<file path="config.mk">
export PLATFORM = sky130hd
export DESIGN_NAME = four_digit_seven_segment_scanner
export DESIGN_NICKNAME = d
export VERILOG_FILES = /design/src/rtl/core/fdss_pkg.sv /design/src/rtl/core/fdss_bcd.sv /design/src/rtl/core/fdss_decode.sv /design/src/rtl/core/four_digit_seven_segment_scanner.sv
export SDC_FILE = /design/constraint.sdc
export NUM_CORES = 1
export LEC_CHECK = 0
export BUFFER_PORTS_ARGS = -buffer_cell sky130_fd_sc_hd__buf_4
export CAP_MARGIN = 10
export CORE_UTILIZATION = 65
export CTS_CLUSTER_SIZE = 12
export DETAILED_ROUTE_END_ITERATION = 7
export MAX_ROUTING_LAYER = met4
export PLACE_DENSITY = 0.83
export SLEW_MARGIN = 25
export SYNTH_ARGS = -nofsm -noshare
export SYNTH_HDL_FRONTEND = slang
export SYNTH_HIERARCHICAL = 1
export SYNTH_SLANG_ARGS = --single-unit
</file>
<file path="constraint.sdc">
create_clock -name clk -period 8.71 [get_ports clk]
set_input_delay 1.742 -clock clk [delete_from_list [all_inputs] [get_ports clk]]
set_output_delay 1.742 -clock clk [all_outputs]
set_load 0.02 [all_outputs]
</file>
<file path="src/rtl/core/fdss_pkg.sv">
package fdss_pkg;

    localparam int DIGITS      = 4;
    localparam int CONV_DIGITS = 4;
    localparam int VALUE_W     = 14;
    localparam int SEG_W       = 7;
    localparam int EN_W        = 4;
    localparam int POS_W       = (DIGITS > 1) ? $clog2(DIGITS) : 1;

    localparam logic [VALUE_W-1:0] VALUE_LIMIT = VALUE_W'(9999);

    typedef logic [3:0]       digit_t;
    typedef logic [POS_W-1:0] pos_t;

    typedef enum logic [0:0] {
        OP_WRITE = 1'b0,
        OP_SCAN  = 1'b1
    } op_t;

    // conversion result handed from the bcd splitter to the top level
    typedef struct packed {
        logic                         rejected;
        digit_t [CONV_DIGITS-1:0]     digits;
    } bcd_t;

    typedef struct packed {
        logic [SEG_W-1:0] segments;
        logic [EN_W-1:0]  digit_enable;
        logic             drive;
        logic             rejected;
    } result_t;

    // hex glyphs, bit0 = a .. bit6 = g
    function automatic logic [SEG_W-1:0] seg_lookup(input digit_t d);
        logic [SEG_W-1:0] s;
        case (d)
            4'h0:    s = 7'h3F;
            4'h1:    s = 7'h06;
            4'h2:    s = 7'h5B;
            4'h3:    s = 7'h4F;
            4'h4:    s = 7'h66;
            4'h5:    s = 7'h6D;
            4'h6:    s = 7'h7D;
            4'h7:    s = 7'h07;
            4'h8:    s = 7'h7F;
            4'h9:    s = 7'h6F;
            4'hA:    s = 7'h77;
            4'hB:    s = 7'h7C;
            4'hC:    s = 7'h39;
            4'hD:    s = 7'h5E;
            4'hE:    s = 7'h79;
            default: s = 7'h71;
        endcase
        return s;
    endfunction

endpackage

</file>
<file path="src/rtl/core/fdss_bcd.sv">
module fdss_bcd
    import fdss_pkg::*;
(
    input  logic [VALUE_W-1:0] value,
    output bcd_t               bcd
);

    // reciprocal multiplies, exact for every 14-bit value
    logic [29:0] p10;
    logic [26:0] p100;
    logic [27:0] p1000;
    logic [10:0] q10;
    logic [7:0]  q100;
    logic [4:0]  q1000;
    logic [13:0] r0;
    logic [10:0] r1;
    logic [7:0]  r2;

    assign p10   = 30'(value) * 30'd52429;
    assign p100  = 27'(value) * 27'd5243;
    assign p1000 = 28'(value) * 28'd8389;

    assign q10   = p10[29:19];
    assign q100  = p100[26:19];
    assign q1000 = p1000[27:23];

    assign r0 = value - 14'(q10) * 14'd10;
    assign r1 = q10   - 11'(q100) * 11'd10;
    assign r2 = q100  - 8'(q1000) * 8'd10;

    assign bcd.digits[0] = r0[3:0];
    assign bcd.digits[1] = r1[3:0];
    assign bcd.digits[2] = r2[3:0];
    assign bcd.digits[3] = q1000[3:0];
    assign bcd.rejected  = (value > VALUE_LIMIT);

endmodule

</file>
<file path="src/rtl/core/fdss_decode.sv">
module fdss_decode
    import fdss_pkg::*;
(
    input  digit_t           digit,
    input  pos_t             pos,
    output logic [SEG_W-1:0] segments,
    output logic [EN_W-1:0]  digit_enable
);

    assign segments = seg_lookup(digit);

    // positions past the enable field drive no line
    always_comb
    begin
        for (int k = 0; k < EN_W; k++)
        begin
            digit_enable[k] = (int'(pos) == k);
        end
    end

endmodule

</file>
<file path="src/rtl/core/four_digit_seven_segment_scanner.sv">
// pipeline: an accepted word is held in the input register stage, its result in the result register stage
// throughput: one word per cycle while m_tready is high, set by the single register pair around the
//   bcd splitter and the segment decode
// reset: rst_n low clears the digit store to zero, the scan position to digit 0
//   and both pipeline valid flags
module four_digit_seven_segment_scanner
    import fdss_pkg::*;
(
    input  logic        clk,
    input  logic        rst_n,

    input  logic        s_tvalid,
    output logic        s_tready,
    input  logic [15:0] s_tdata,   // [13:0] value, [15:14] zero
    input  logic [0:0]  s_tuser,   // [0] op

    output logic        m_tvalid,
    input  logic        m_tready,
    output logic [15:0] m_tdata,   // [6:0] segments, [10:7] digit_enable, [15:11] zero
    output logic [1:0]  m_tuser    // [0] drive, [1] rejected
);

    // input register stage
    logic               in_valid_reg;
    logic               in_valid_next;
    op_t                in_op_reg;
    logic [VALUE_W-1:0] in_value_reg;

    // display state
    digit_t             store_reg  [DIGITS];
    digit_t             store_next [DIGITS];
    pos_t               pos_reg;
    pos_t               pos_next;

    // result register stage
    logic               out_valid_reg;
    logic               out_valid_next;
    result_t            out_reg;
    result_t            out_next;

    logic               advance;
    bcd_t               bcd;
    logic [SEG_W-1:0]   seg_scan;
    logic [EN_W-1:0]    en_scan;

    // a word moves forward when the result slot is empty or being drained
    assign advance  = in_valid_reg && (!out_valid_reg || m_tready);
    assign s_tready = !in_valid_reg || advance;

    fdss_bcd u_bcd
    (
        .value (in_value_reg),
        .bcd   (bcd)
    );

    fdss_decode u_decode
    (
        .digit        (store_reg[pos_reg]),
        .pos          (pos_reg),
        .segments     (seg_scan),
        .digit_enable (en_scan)
    );

    always_comb
    begin
        in_valid_next = in_valid_reg;
        if (s_tvalid && s_tready)
        begin
            in_valid_next = 1'b1;
        end
        else if (advance)
        begin
            in_valid_next = 1'b0;
        end
    end

    always_comb
    begin
        store_next = store_reg;
        pos_next   = pos_reg;
        out_next   = out_reg;

        if (advance)
        begin
            out_next = '0;
            case (in_op_reg)
                OP_WRITE:
                begin
                    out_next.rejected = bcd.rejected;
                    if (!bcd.rejected)
                    begin
                        // every slot is rewritten, leading zeros included
                        for (int k = 0; k < DIGITS; k++)
                        begin
                            if (k < CONV_DIGITS)
                            begin
                                store_next[k] = bcd.digits[k % CONV_DIGITS];
                            end
                            else
                            begin
                                store_next[k] = '0;
                            end
                        end
                    end
                end
                OP_SCAN:
                begin
                    out_next.segments     = seg_scan;
                    out_next.digit_enable = en_scan;
                    out_next.drive        = 1'b1;
                    if (pos_reg == POS_W'(DIGITS - 1))
                    begin
                        pos_next = '0;
                    end
                    else
                    begin
                        pos_next = pos_reg + POS_W'(1);
                    end
                end
                default:
                begin
                    out_next = '0;
                end
            endcase
        end
    end

    always_comb
    begin
        out_valid_next = out_valid_reg;
        if (advance)
        begin
            out_valid_next = 1'b1;
        end
        else if (m_tready)
        begin
            out_valid_next = 1'b0;
        end
    end

    always_ff @(posedge clk or negedge rst_n)
    begin
        if (!rst_n)
        begin
            in_valid_reg  <= 1'b0;
            out_valid_reg <= 1'b0;
            pos_reg       <= '0;
            for (int k = 0; k < DIGITS; k++)
            begin
                store_reg[k] <= '0;
            end
        end
        else
        begin
            in_valid_reg  <= in_valid_next;
            out_valid_reg <= out_valid_next;
            pos_reg       <= pos_next;
            store_reg     <= store_next;
        end
    end

    // payload registers, no reset needed
    always_ff @(posedge clk)
    begin
        if (s_tvalid && s_tready)
        begin
            in_op_reg    <= op_t'(s_tuser[0]);
            in_value_reg <= s_tdata[VALUE_W-1:0];
        end
        out_reg <= out_next;
    end

    assign m_tvalid = out_valid_reg;
    assign m_tdata  = {5'd0, out_reg.digit_enable, out_reg.segments};
    assign m_tuser  = {out_reg.rejected, out_reg.drive};

endmodule

</file>
==> results.yml, run 1 <==
synthesis:
  ys_seq_area_frac: 0.135
  synth_cells: 931
  synth_area_sq_mm: 0.00995
  synth_fa_ha_area_frac: 0.582
  synth_top_family_by_area: "adder cells"
  muxShareOfSynthArea: 0.0422
  synth_compound_area_frac: 0.0589
  synthSimpleGateAreaFrac: 0.0403
  ys_warn_count: 6
  synth-async-reset-ratio: 0.417
  synth_cell_types: 60
  syn_avg_cell_area_sq_um: 10.7
  synth_edf_count: 28
  synth_flop_cell: "edfxtp_1"
  synth-seq-cells: 48
  synth_xor_area_frac: 0.0278
die:
  rows: 44
  initial_core_util: 0.675
  die_h_microns: 126
  dieArea_sq_mm: 0.0158
  fp.dieW_microns: 126
  pin_count: 41
  core_area_sq_mm: 0.0148
min_path:
  min-delay-start: "store_reg[9]$_DFFE_PN0P_"
  hold_depth: 1
  worstHoldPathType: "flip-flop to flip-flop"
  whs_endpoint: "store_reg[9]$_DFFE_PN0P_"
clock_network:
  clockRootBuffer: "clkbuf_16"
  clock_path_buffers: 2
  clk_pin_slew_worst_paths_ns: 0.06
  cts_tree: "done"
  worstSkewPairLatency_ns: 0.29
  hold_buffers: 0
  post_cts_buffers: 0
  clock_sinks: 48
  cts_made_buffers: 5
  ctsResizeCount: 0
  htree_num_levels: 2
route:
  wire_per_inst_microns: 17.9
  dr.first_iter.drc_count: 350
  via_per_inst: 5.59
  drt_wl_total_microns: 20700
  drtAntennaViolNets: 0
  first_pass_iters: 4
  drc: 0
  vias: 6448
global_route:
  grt_pass1_wl_microns: 35000
  antenna_found_initial: 0
  grt_pass1_vias: 7045
  grt_max_degree: 21
  grt_use_total: 0.297
  grt_remaining_overflow: 0
power_and_ir_drop:
  vdd_drop_max_mv: 0.352
  p_leak_nw: 5.83
  p_per_area_mw_per_mm2: 361
placed_design:
  place_hpwl_microns: 17800
  postPlaceCellArea_sq_mm: 0.0104
  dp.cells: 1146
  routabilityCongestion: 0.916
  portBuffers: 33
sta:
  final.period_utilization: 0.855
  hold_violations: 0
  max_freq_ghz: 0.134
  hold_ws_ns: 0.513
  rsz0062_at_grt: "no"
  tightestPinTransition_ns: 0.867
  setup_violations: 0
  setup_tns_ns: 0
  slew_viol_final: 0
  period_needed_ns: 7.44
  slew_headroom: 0.422
  fin_skew_ns: 0.00589
setup_path:
  reg2regPathDepth: 25
  r2r_slack_ns: 1.27
  r2r_end: "store_reg[11]$_DFFE_PN0P_"
  cp_data_required_time_ns: 8.88
  cp-startpoint: "in_value_reg[7]$_DFFE_PP_"
  path_class: "flip-flop to flip-flop"
  timing.rr.start: "in_value_reg[7]$_DFFE_PP_"
  worst_setup_path_start_kind: "flip-flop"
  arrival_ns: 7.62
  end_kind: "flip-flop"
  crit_fanout: 12
final_layout:
  nets: 1371
  largest_register_ffs: 16
  design_area_sq_mm: 0.0106
  area_delta_synth_final_pct: 5.98
  drive_above_1_share: 0.0866
  final_cell_count_no_fill: 1154
  utilization: 0.715
  insertedDiodeCount: 0
outcome:
  status: "finished, final reports clean"
run:
  maxCapViolCount: 0
[cells in the final DEF (no fill, tap or decap), drive strengths merged, types with 4 or more instances in the layout]
cell type	count
edfxtp	28
fa	137
inv	279
mux2	21
ha	244
a21o	16
nand2	10
nor2	10
dfrtp	20
nand3	10
clkbuf	5
o211ai	6
a21oi	19
xnor2	22
and2	16
conb	5
mux4	5
buf	39
nand4	4
nor2b	4
nand2b	5
xor2	7
o21ai	13
a211oi	4
[metal layers]
layer / share of wire / track usage / wire, microns / vias up
met5: 0 / - / 0 / -
met4: 0.029 / 0.0780 / 592 / 0
met2: 0.45 / 0.464 / 9400 / 231
li1: - / - / - / 3034
met1: 0.45 / 0.399 / 9260 / 3130
met3: 0.068 / 0.0603 / 1410 / 53
[logic make-up after synthesis]
| family | Yosys count |
|---|---|
| AO/OA/AOI/OAI | 81 |
| XOR/XNOR | 30 |
| adder cells (fa/ha/maj) | 381 |
| buffers and inverters | 290 |
| flip-flops | 48 |
| multiplexers | 29 |
| other | 1 |
| AND/OR/NAND/NOR | 71 |
[layout make-up]
type                            instances  area [sq um]
Timing Repair Buffer                   39           293
Multi-Input combinational cell        597          7500
Fill cell                            1008          4200
Inverter                              278          1040
Sequential cell                        48          1340
Clock inverter                          3          17.5
Tap cell                              184           230
Clock buffer                            5           125
[per-stage QoR]
step / setup WS, ns / power [W]
2_1_floorplan: 1.75 / 0.00288
3_3_place_gp: 1.41 / 0.00341
3_5_place_dp: 1.36 / 0.00358
4_1_cts: 1.31 / 0.00382
5_1_grt: 0.952 / 0.00431
6_report: 1.27 / 0.00381
[cells in the mapped netlist, types with 2 or more instances]
cell type | instances | area [sq um]
inv_1 | 278 | 1040
ha_1 | 244 | 3050
fa_1 | 137 | 2740
edfxtp_1 | 28 | 841
xnor2_1 | 22 | 193
dfrtp_1 | 20 | 500
a21oi_1 | 18 | 90.1
and2_1 | 16 | 100
a21o_1 | 15 | 113
mux2_2 | 11 | 124
o21ai_0 | 11 | 55.1
mux2_4 | 10 | 150
nand2_1 | 10 | 37.5
nand3_1 | 9 | 45.0
nor2_1 | 9 | 33.8
xor2_1 | 7 | 61.3
buf_4 | 6 | 45.0
o211ai_1 | 6 | 45.0
a211oi_1 | 4 | 30.0
mux4_2 | 4 | 90.1
nand2b_1 | 4 | 25.0
nand4_1 | 4 | 25.0
nor2b_1 | 4 | 25.0
mux2i_1 | 3 | 30.0
nand3b_1 | 3 | 22.5
nor3_1 | 3 | 15.0
or2_2 | 3 | 18.8
a2111oi_0 | 2 | 17.5
a31oi_1 | 2 | 12.5
buf_2 | 2 | 10.0
buf_6 | 2 | 22.5
clkbuf_1 | 2 | 7.51
o21a_1 | 2 | 15.0
o22ai_1 | 2 | 12.5
o31ai_1 | 2 | 15.0
o32a_1 | 2 | 20.0
[critical path, stage by stage (launching register included)]
cell	delay (ns)
edfxtp_1	0.83
inv_1	0.25
ha_1	0.39
fa_1	0.53
fa_1	0.58
inv_1	0.06
fa_1	0.50
inv_1	0.05
fa_1	0.48
ha_1	0.31
ha_1	0.31
a21o_1	0.18
a21o_1	0.17
a221oi_1	0.29
o211ai_1	0.23
a21o_1	0.25
xnor2_1	0.25
ha_1	0.19
inv_1	0.05
fa_1	0.37
xnor2_1	0.20
xnor2_1	0.16
xnor2_1	0.16
xnor2_1	0.17
xnor2_1	0.09
mux2_2	0.26
[how the worst max path moves through the flow]
stage	endpoint	slack [ns]
floorplan	store_reg[11]$_DFFE_PN0P_	1.75
global placement	store_reg[11]$_DFFE_PN0P_	1.41
detailed placement	store_reg[11]$_DFFE_PN0P_	1.36
CTS	store_reg[11]$_DFFE_PN0P_	1.31
global route	store_reg[11]$_DFFE_PN0P_	0.95
finish	store_reg[11]$_DFFE_PN0P_	1.27
[report_power, final]
part / internal, W / total, W / switching, W / leakage, nW
clock: 0.000106 / 0.000191 / 0.0000854 / 0.0716
sequential: 0.000320 / 0.000385 / 0.0000650 / 0.506
combinational: 0.00152 / 0.00324 / 0.00172 / 5.25
(Power assumes the default switching activity.)
==> run 2: changes to the inputs <==
--- a/config.mk
+++ b/config.mk
@@ -5,8 +5,10 @@
 export SDC_FILE = /design/constraint.sdc
 export NUM_CORES = 1
 export LEC_CHECK = 0
+export ABC_CLOCK_PERIOD_IN_PS = 8710
 export BUFFER_PORTS_ARGS = -buffer_cell sky130_fd_sc_hd__buf_4
 export CAP_MARGIN = 10
+export CORE_MARGIN = 2
 export CORE_UTILIZATION = 65
 export CTS_CLUSTER_SIZE = 12
 export DETAILED_ROUTE_END_ITERATION = 7
==> results.yml, run 2 (same netlist as run 1, synthesis figures left out) <==
outcome:
  status: "finished, final reports clean"
clock_network:
  htree_num_levels: 2
  hold_buffers: 0
  cts_made_buffers: 5
  clockRootBuffer: "clkbuf_16"
  cts_tree: "done"
  clk_pin_slew_worst_paths_ns: 0.06
  clock_path_buffers: 2
  clock_sinks: 48
  worstSkewPairLatency_ns: 0.30
  post_cts_buffers: 0
  ctsResizeCount: 0
setup_path:
  crit_slowest_cell: "edfxtp_1"
  cp_common_cell: "xnor2_1"
  reg2regPathDepth: 25
  cp_data_required_time_ns: 8.88
  arrival_ns: 7.65
  cp_slowest_stage_delay_ns: 0.80
  crit_fanout: 12
  path_class: "flip-flop to flip-flop"
  end_kind: "flip-flop"
  worst_setup_path_start_kind: "flip-flop"
power_and_ir_drop:
  p_seq_frac: 0.098
  swShare: 0.488
  p_total_w: 0.00384
  p_per_area_mw_per_mm2: 364
  vdd_drop_max_mv: 0.266
  pwr-share-clk: 0.052
  p_leak_nw: 5.84
  internal_power_w: 0.00197
  p_switching_w: 0.00188
  pwr-share-comb: 0.850
die:
  dieArea_sq_mm: 0.0163
  initial_core_util: 0.660
  rows: 45
  fp.dieW_microns: 128
  pin_count: 41
  core_area_sq_mm: 0.0151
  die_h_microns: 128
sta:
  tightestPinTransition_ns: 0.825
  setup_tns_ns: 0
  slew_viol_final: 0
  fin_skew_ns: 0.0117
  period_needed_ns: 7.48
  max_freq_ghz: 0.134
  rsz0062_at_grt: "no"
  hold_violations: 0
  final.period_utilization: 0.859
  setup_violations: 0
  slew_headroom: 0.450
global_route:
  grt_pass1_wl_microns: 34900
  grt_remaining_overflow: 0
  antenna_found_initial: 0
  grt_max_degree: 21
  grt_pass1_vias: 7098
  grt_use_total: 0.289
route:
  first_pass_iters: 4
  drtAntennaViolNets: 0
  drt_wl_total_microns: 21200
  vias: 6442
  dr.first_iter.drc_count: 262
  drc: 0
  wire_per_inst_microns: 18.3
  via_per_inst: 5.56
final_layout:
  insertedDiodeCount: 0
  largest_register_ffs: 16
  layout_commonest_cell: "inv_1"
  nets: 1372
  area_delta_synth_final_pct: 6.18
  final_cell_mix: "inv_1, ha_1, fa_1"
  drive_above_1_share: 0.0875
  design_area_sq_mm: 0.0106
  fill_cells: 1119
placed_design:
  portBuffers: 33
  postPlaceCellArea_sq_mm: 0.0104
  routabilityCongestion: 0.987
  place_hpwl_microns: 18200
min_path:
  hold_depth: 1
  worstHoldPathType: "flip-flop to flip-flop"
run:
  maxCapViolCount: 0
[run 2: cell count changes in the layout (fill, tap and decap cells not counted)]
cell        change
clkbuf_1        +1
inv_6           -1
buf_4           +1
clkinvlp_4      +1
clkinv_2        -1
clkinv_1        -1
clkbuf_8        +1
[run 2: metrics by stage]
step	hold WS (ns)	util	setup WS (ns)	instances
after detailed placement	0.505	0.691	1.37	1151
final	0.516	0.700	1.23	1159
after CTS	0.519	0.700	1.22	1159
after floorplan	0.474	-	1.75	935
after global routing	0.535	0.700	0.851	1159
after global placement	0.485	0.691	1.49	1151
[run 2: cell type report]
cell class	count	area [sq um]	area share
clock buffer	7	143	0.0135
clock inverter	1	7.51	0.000710
inverter	278	1040	0.0987
multi-input combinational	597	7500	0.710
sequential	48	1340	0.127
tap	188	235	0.0223
timing repair buffer	40	300	0.0284
[run 2: power by group through the flow]
stage	sequential (W)	combinational [W]	clock [W]
after global placement	0.000377	0.00305	0
after global routing	0.000386	0.00372	0.000210
final	0.000378	0.00327	0.000199
after floorplan	0.000383	0.00250	0
after detailed placement	0.000381	0.00320	0
after CTS	0.000379	0.00328	0.000202
[run 2: worst paths after layout]
| kind | startpoint | to | slack, ns |
|---|---|---|---|
| hold reg to reg | store_reg[14]$_DFFE_PN0P_ | store_reg[14]$_DFFE_PN0P_ | 0.52 |
| min in group asynchronous | rst_n | store_reg[10]$_DFFE_PN0P_ | 1.32 |
| max in group asynchronous | rst_n | store_reg[8]$_DFFE_PN0P_ | 7.16 |
| hold / removal | store_reg[14]$_DFFE_PN0P_ | store_reg[14]$_DFFE_PN0P_ | 0.52 |
| setup reg to reg | in_value_reg[7]$_DFFE_PP_ | store_reg[11]$_DFFE_PN0P_ | 1.23 |
| setup / recovery | in_value_reg[7]$_DFFE_PP_ | store_reg[11]$_DFFE_PN0P_ | 1.23 |
[run 2: critical path, delay by kind of cell, from the launching register on]
| family | cells | cell delay, ns |
|---|---|---|
| AOI/OAI and AO/OA | 5 | 1.05 |
| xor gates and xnor gates | 6 | 1.14 |
| adders and majority gates | 9 | 3.72 |
| buffers and inverters | 4 | 0.38 |
| DFF | 1 | 0.80 |
| muxes | 1 | 0.27 |
[run 2: metal layers]
metal	vias up	track usage	routed length [microns]
li1	3028	-	-
met1	3165	0.338	8580
met2	180	0.492	10300
met3	69	0.0472	1180
met4	0	0.130	1080
met5	-	-	0
